[config.mk]
export PLATFORM = sky130hd
export DESIGN_NAME = gvc_seq
export DESIGN_NICKNAME = d
export VERILOG_FILES = /design/src/hw/rtl/gvc_pkg.sv /design/src/hw/rtl/gvc_seq.sv
export SDC_FILE = /design/constraint.sdc
export NUM_CORES = 1
export LEC_CHECK = 0
export BUFFER_PORTS_ARGS = -buffer_cell sky130_fd_sc_hd__buf_2
export CAP_MARGIN = 15
export CORE_MARGIN = 3
export CORE_UTILIZATION = 35
export CTS_CLUSTER_SIZE = 14
export DETAILED_ROUTE_END_ITERATION = 10
export HOLD_SLACK_MARGIN = 0.03
export PLACE_DENSITY = 0.67
export SYNTH_ARGS = -nofsm -noshare
export SYNTH_HDL_FRONTEND = slang
export SYNTH_SLANG_ARGS = --single-unit
[constraint.sdc]
create_clock -name clk -period 2.35 [get_ports clk]
set_input_delay 0.235 -clock clk [delete_from_list [all_inputs] [get_ports clk]]
set_output_delay 0.235 -clock clk [all_outputs]
set_load 0.005 [all_outputs]
[src/hw/rtl/gvc_pkg.sv]
package gvc_pkg;

  localparam int MAX_VERTICES_DEF = 4096;
  localparam int MAX_COLORS_DEF   = 256;
  localparam int VERTEX_W         = 12;
  localparam int COLOR_OUT_W      = 9;

  typedef enum logic [2:0] {
    ST_CLEAR,
    ST_IDLE,
    ST_MARK,
    ST_SCAN,
    ST_DONE
  } state_t;

  typedef struct packed {
    logic [VERTEX_W-1:0]    colored_vertex;
    logic [COLOR_OUT_W-1:0] assigned_color;
    logic [COLOR_OUT_W-1:0] colors_in_use;
    logic                   overflow;
  } res_t;

endpackage

[src/hw/rtl/gvc_seq.sv]
module gvc_seq #(
  parameter int MAX_VERTICES = gvc_pkg::MAX_VERTICES_DEF,
  parameter int MAX_COLORS   = gvc_pkg::MAX_COLORS_DEF,
  localparam int VAW  = $clog2(MAX_VERTICES),
  localparam int CW   = $clog2(MAX_COLORS + 1)
) (
  input  logic                          clk,
  input  logic                          rst_n,
  input  logic                          in_valid,
  output logic                          in_stall,
  input  logic [gvc_pkg::VERTEX_W-1:0]  in_vertex,
  input  logic [gvc_pkg::VERTEX_W-1:0]  in_neighbor,
  input  logic                          in_has_neighbor,
  input  logic                          in_last_edge,
  output logic                          res_valid,
  output gvc_pkg::res_t                 res,
  input  logic                          res_take,
  output logic                          vs_we,
  output logic [VAW-1:0]                vs_waddr,
  output logic [CW-1:0]                 vs_wdata,
  output logic [VAW-1:0]                vs_raddr,
  input  logic [CW-1:0]                 vs_rdata,
  output logic                          mk_we,
  output logic [CW-1:0]                 mk_waddr,
  output logic                          mk_wdata,
  output logic [CW-1:0]                 mk_raddr,
  input  logic                          mk_rdata
);

  localparam int CNTW = CW + 1;
  localparam logic [CW-1:0]  MAXC     = CW'(MAX_COLORS);
  localparam logic [VAW-1:0] LAST_VTX = VAW'(MAX_VERTICES - 1);

  gvc_pkg::state_t state_r, state_nxt;
  logic [VAW-1:0]                clr_addr_r, clr_addr_nxt;
  logic [gvc_pkg::VERTEX_W-1:0]  vertex_r, vertex_nxt;
  logic                          v_ok_r, v_ok_nxt;
  logic                          last_r, last_nxt;
  logic                          look_v_r, look_v_nxt;
  logic [CW-1:0]                 max_color_r, max_color_nxt;
  logic [CNTW-1:0]               scan_c_r, scan_c_nxt;
  logic [CW-1:0]                 prev_addr_r, prev_addr_nxt;
  logic                          rd_v_r, rd_v_nxt;
  logic [CW-1:0]                 found_r, found_nxt;

  logic          issue;
  logic          open_new;
  logic [CW-1:0] chosen;
  logic [CW-1:0] max_after;

  always_ff @(posedge clk) begin
    if (!rst_n) begin
      state_r     <= gvc_pkg::ST_CLEAR;
      clr_addr_r  <= '0;
      max_color_r <= '0;
      rd_v_r      <= 1'b0;
    end else begin
      state_r     <= state_nxt;
      clr_addr_r  <= clr_addr_nxt;
      max_color_r <= max_color_nxt;
      rd_v_r      <= rd_v_nxt;
    end
    vertex_r    <= vertex_nxt;
    v_ok_r      <= v_ok_nxt;
    last_r      <= last_nxt;
    look_v_r    <= look_v_nxt;
    scan_c_r    <= scan_c_nxt;
    prev_addr_r <= prev_addr_nxt;
    found_r     <= found_nxt;
  end

  assign issue    = scan_c_r <= {1'b0, max_color_r};
  assign open_new = (found_r == '0) && (max_color_r < MAXC);
  assign chosen   = (found_r != '0) ? found_r :
                    (open_new ? max_color_r + CW'(1) : '0);
  assign max_after = open_new ? max_color_r + CW'(1) : max_color_r;

  assign vs_raddr = VAW'(in_neighbor);
  assign mk_raddr = scan_c_r[CW-1:0];

  assign res.colored_vertex = vertex_r;
  assign res.assigned_color = gvc_pkg::COLOR_OUT_W'(chosen);
  assign res.colors_in_use  = gvc_pkg::COLOR_OUT_W'(max_after);
  assign res.overflow       = (found_r == '0) && !open_new;

  always_comb begin
    state_nxt     = state_r;
    clr_addr_nxt  = clr_addr_r;
    vertex_nxt    = vertex_r;
    v_ok_nxt      = v_ok_r;
    last_nxt      = last_r;
    look_v_nxt    = look_v_r;
    max_color_nxt = max_color_r;
    scan_c_nxt    = scan_c_r;
    prev_addr_nxt = prev_addr_r;
    rd_v_nxt      = rd_v_r;
    found_nxt     = found_r;
    in_stall      = 1'b1;
    res_valid     = 1'b0;
    vs_we         = 1'b0;
    vs_waddr      = VAW'(vertex_r);
    vs_wdata      = chosen;
    mk_we         = 1'b0;
    mk_waddr      = prev_addr_r;
    mk_wdata      = 1'b0;

    case (state_r)
      gvc_pkg::ST_CLEAR: begin
        vs_we    = 1'b1;
        vs_waddr = clr_addr_r;
        vs_wdata = '0;
        clr_addr_nxt = clr_addr_r + VAW'(1);
        if (clr_addr_r == LAST_VTX) begin
          state_nxt = gvc_pkg::ST_IDLE;
        end
      end
      gvc_pkg::ST_IDLE: begin
        in_stall = 1'b0;
        if (in_valid) begin
          vertex_nxt = in_vertex;
          v_ok_nxt   = 32'(in_vertex) < 32'(MAX_VERTICES);
          last_nxt   = in_last_edge;
          look_v_nxt = in_has_neighbor && (32'(in_neighbor) < 32'(MAX_VERTICES));
          state_nxt  = gvc_pkg::ST_MARK;
        end
      end
      gvc_pkg::ST_MARK: begin
        mk_we    = look_v_r && (vs_rdata != '0);
        mk_waddr = vs_rdata;
        mk_wdata = 1'b1;
        scan_c_nxt = CNTW'(1);
        rd_v_nxt   = 1'b0;
        found_nxt  = '0;
        state_nxt  = last_r ? gvc_pkg::ST_SCAN : gvc_pkg::ST_IDLE;
      end
      gvc_pkg::ST_SCAN: begin
        // read ahead one entry; clear each entry once its value is back
        mk_we    = rd_v_r;
        mk_waddr = prev_addr_r;
        mk_wdata = 1'b0;
        if (rd_v_r && !mk_rdata && (found_r == '0)) begin
          found_nxt = prev_addr_r;
        end
        rd_v_nxt      = issue;
        prev_addr_nxt = scan_c_r[CW-1:0];
        if (issue) begin
          scan_c_nxt = scan_c_r + CNTW'(1);
        end else begin
          state_nxt = gvc_pkg::ST_DONE;
        end
      end
      gvc_pkg::ST_DONE: begin
        res_valid = 1'b1;
        // a freshly opened color starts with a clean mark
        mk_we    = res_take && open_new;
        mk_waddr = max_color_r + CW'(1);
        mk_wdata = 1'b0;
        vs_we    = res_take && v_ok_r;
        if (res_take) begin
          max_color_nxt = max_after;
          state_nxt     = gvc_pkg::ST_IDLE;
        end
      end
      default: begin
        state_nxt = gvc_pkg::ST_IDLE;
      end
    endcase
  end

endmodule

==> impl_metrics.ini <==
[run_status]
outcome = finished clean

[floorplan]
start_util = 0.368
die_y_microns = 112
dieArea_sq_um = 12500
fp-row-count = 37
ioPinCount = 127
die_w_microns = 112
core-area_sq_um = 10600

[worst_setup_path]
cp_data_arrival_time_ns = 1.97
worstPathCellList = nor4_4, nand4_4, inv_4, ha_1, a21o_1, nor2b_1, buf_2
worstPathMaxFanout = 16
worstPathRequired_ns = 2.12
crit_path_end_kind = output port
cpPeakStageDelay_ns = 0.42
cp-start-kind = register
crit_slowest_cell = edfxtp_1
critical_path_class = register to output port

[sta]
min_period_ns = 2.20
tightest_slew_ns = 0.432
finalSetupViolations = 0
slew_headroom = 0.710
rsz0062_at_grt = yes
min_period_over_period = 0.938
finClkSkew_ns = 0.00620
finalHoldViolCount = 0
fin_ws_ns = 0.146
timing.hold.ws_ns = 0.0713
fmax_ghz = 0.454
slew_violations = 0

[logic_synthesis]
yosysWarnings = 0
yosys.area_share.simple = 0.212
synth_top_family_by_area = simple AND/OR/NAND/NOR gates
synth_area_leaders = edfxtp_1, dfxtp_1, xnor2_1
avgSynthCellArea_sq_um = 10.2
synthArstFlopShare = 0
syn-num-nets = 434
synth_cell_types = 58
syn_area_sq_um = 3900
seq_area_frac_synth = 0.451
synthAdderAreaFrac = 0.0417
synth_compound_area_frac = 0.102
yosysTopAreaCell = edfxtp_1
synth-xor-area-share = 0.0718
synthCells = 381
synth-edff-count = 42
synth_top_area_frac = 0.323
synthMuxAreaShare = 0.0397
synth_seq_cells = 67
ys.flop_type = edfxtp_1

[placement]
dp_hpwl_microns = 7810
pre_cts_slack_ns = 0.232
routabilityCongestion = 0.944
dp.cells = 600
numPortBuffers = 102

[pwr]
internal_power_mw = 1.87
power_leakage_nw = 2.08
p_switching_mw = 0.477
seqPwrFrac = 0.531
swShare = 0.203
peakVddDrop_mv = 0.297
combPwrFrac = 0.023
power.density_nw_per_um2 = 494
clkPwrFrac = 0.446

[clock_tree]
holdBufCountCts = 0
cts_buffer_depth = 2
cts_tree = done
htree_levels = 3
cts_root_buf = clkbuf_8
cts_sinks = 67
clk_pin_slew_ns = 0.08
clk_latency_ns = 0.33
cts_buffers = 9

[global_routing]
grt_pass1_vias = 3207
grt_start_max_net_pins = 27
overflow = 0
antenna_found_initial = 0
grt_first_pass_wirelength_microns = 16600
grtUsageTotal = 0.163

[layout]
n_antenna_cell = 0
fin_util = 0.449
fin_cells = 620
drive_gt1_frac = 0.357
area_growth_pct = 22.0
layout.nets = 532

[flow_run]
drv_cap = 0

[route]
via_per_inst = 5.03
drt_iter0_drc = 173
drc = 0
wl_microns = 10100
postRouteAntennaNets = 0
firstDrtPassIters = 4
wl_per_cell_microns = 16.3
num_vias = 3119

[worst_hold_path]
holdCritPathClass = input port to register
==> through the flow <==
| step | setup TNS [ns] | power [mW] | area (sq um) |
|---|---|---|---|
| after floorplan | 0 | 1.31 | 3900 |
| after global placement | 0 | 1.33 | 4460 |
| after detailed placement | 0 | 1.33 | 4460 |
| after CTS | 0 | 2.37 | 4700 |
| after global routing | -0.00703 | 2.44 | 4760 |
| final | 0 | 2.35 | 4760 |
==> worst max-delay path: cells and delay by family, from the launching register on <==
kind                     cells  cell delay (ns)
flip-flops                   1             0.42
AND/OR/NAND/NOR              3             0.63
adder cells (fa/ha/maj)      1             0.17
buffers and inverters        2             0.29
AO/OA/AOI/OAI                1             0.12
==> layer usage <==
metal  routed length, microns  global-route usage  vias up
met3                      496              0.0288       21
li1                         -                   -     1523
met4                      223              0.0503        0
met1                     4310               0.207     1490
met2                     5040               0.284       85
met5                        0                   0        -
==> cells by family after synthesis <==
| family | Yosys count |
|---|---|
| AND/OR/NAND/NOR | 142 |
| adder cells (fa/ha/maj) | 13 |
| multiplexers | 14 |
| flip-flops | 67 |
| AO/OA/AOI/OAI | 57 |
| buffers and inverters | 56 |
| XOR/XNOR | 32 |
==> worst paths after layout <==
kind	startpoint	to	slack, ns	cells after the start
max	found_r[5]	vs_wdata[0]	0.15	7
min	in_vertex[0]	vertex_r[0]	0.07	1
max reg2reg	max_color_r[3]	scan_c_r[6]	0.21	7
min reg2reg	rd_v_r	rd_v_r	0.49	2
==> repair_timing <==
item	in CTS	in global routing
gates resized for setup	4	8
setup endpoints to repair	3	18
pin swaps	0	2
buffers inserted	0	4
==> Yosys cell counts, types with 2 or more instances <==
cell	number
a22oi_1	9
nor3_1	4
nand4_1	8
nor2b_1	10
mux2i_1	2
inv_2	2
nor2_1	19
a21oi_1	4
and2_1	14
buf_2	6
mux2_2	12
a21o_1	6
a21boi_1	4
nand3_1	18
xnor2_1	26
o21ai_0	15
clkbuf_1	4
a21boi_0	2
edfxtp_1	42
ha_1	13
buf_4	21
and3_1	12
inv_1	19
o21bai_1	5
buf_6	3
nor3_2	2
and2b_1	3
dfxtp_1	25
nor4_4	2
nand2_1	29
nand2_2	2
xor2_1	6
or3_1	7
==> layout make-up <==
type	instances	area, sq um
clock inverter	6	90.1
inverter	21	81.3
fill	999	5840
sequential	67	1760
tap	136	170
clock buffer	10	128
timing repair buffer	122	661
multi-input combinational	258	1870
==> layout by cell type, fill, tap and decap left out, drive strengths merged, types with 7 or more instances in the layout <==
cell type,n
and2,15
nor2,20
clkbuf,10
or3,7
mux2,12
nand3,19
a21o,7
dfxtp,25
xnor2,26
nand4,9
ha,13
a22oi,9
nor2b,10
edfxtp,42
nor3,7
inv,21
and3,12
o21ai,15
nand2,31
buf,122
==> power groups by stage <==
stage	combinational, mW	clock, mW	sequential [mW]
after floorplan	0.0376	0	1.27
after global placement	0.0536	0	1.27
after detailed placement	0.0553	0	1.28
after CTS	0.0558	1.07	1.25
after global routing	0.0618	1.13	1.25
final	0.0548	1.05	1.25
==> flip-flops by register name, summed over array words and instances, names as in the netlist <==
| name | cells |
|---|---|
| rd_v_r | 1 |
| scan_c_r | 10 |
| last_r | 1 |
| state_r | 3 |
| clr_addr_r | 12 |
| max_color_r | 9 |
| vertex_r | 12 |
| found_r | 9 |
| look_v_r | 1 |
| prev_addr_r | 9 |
(Power assumes the default switching activity.)
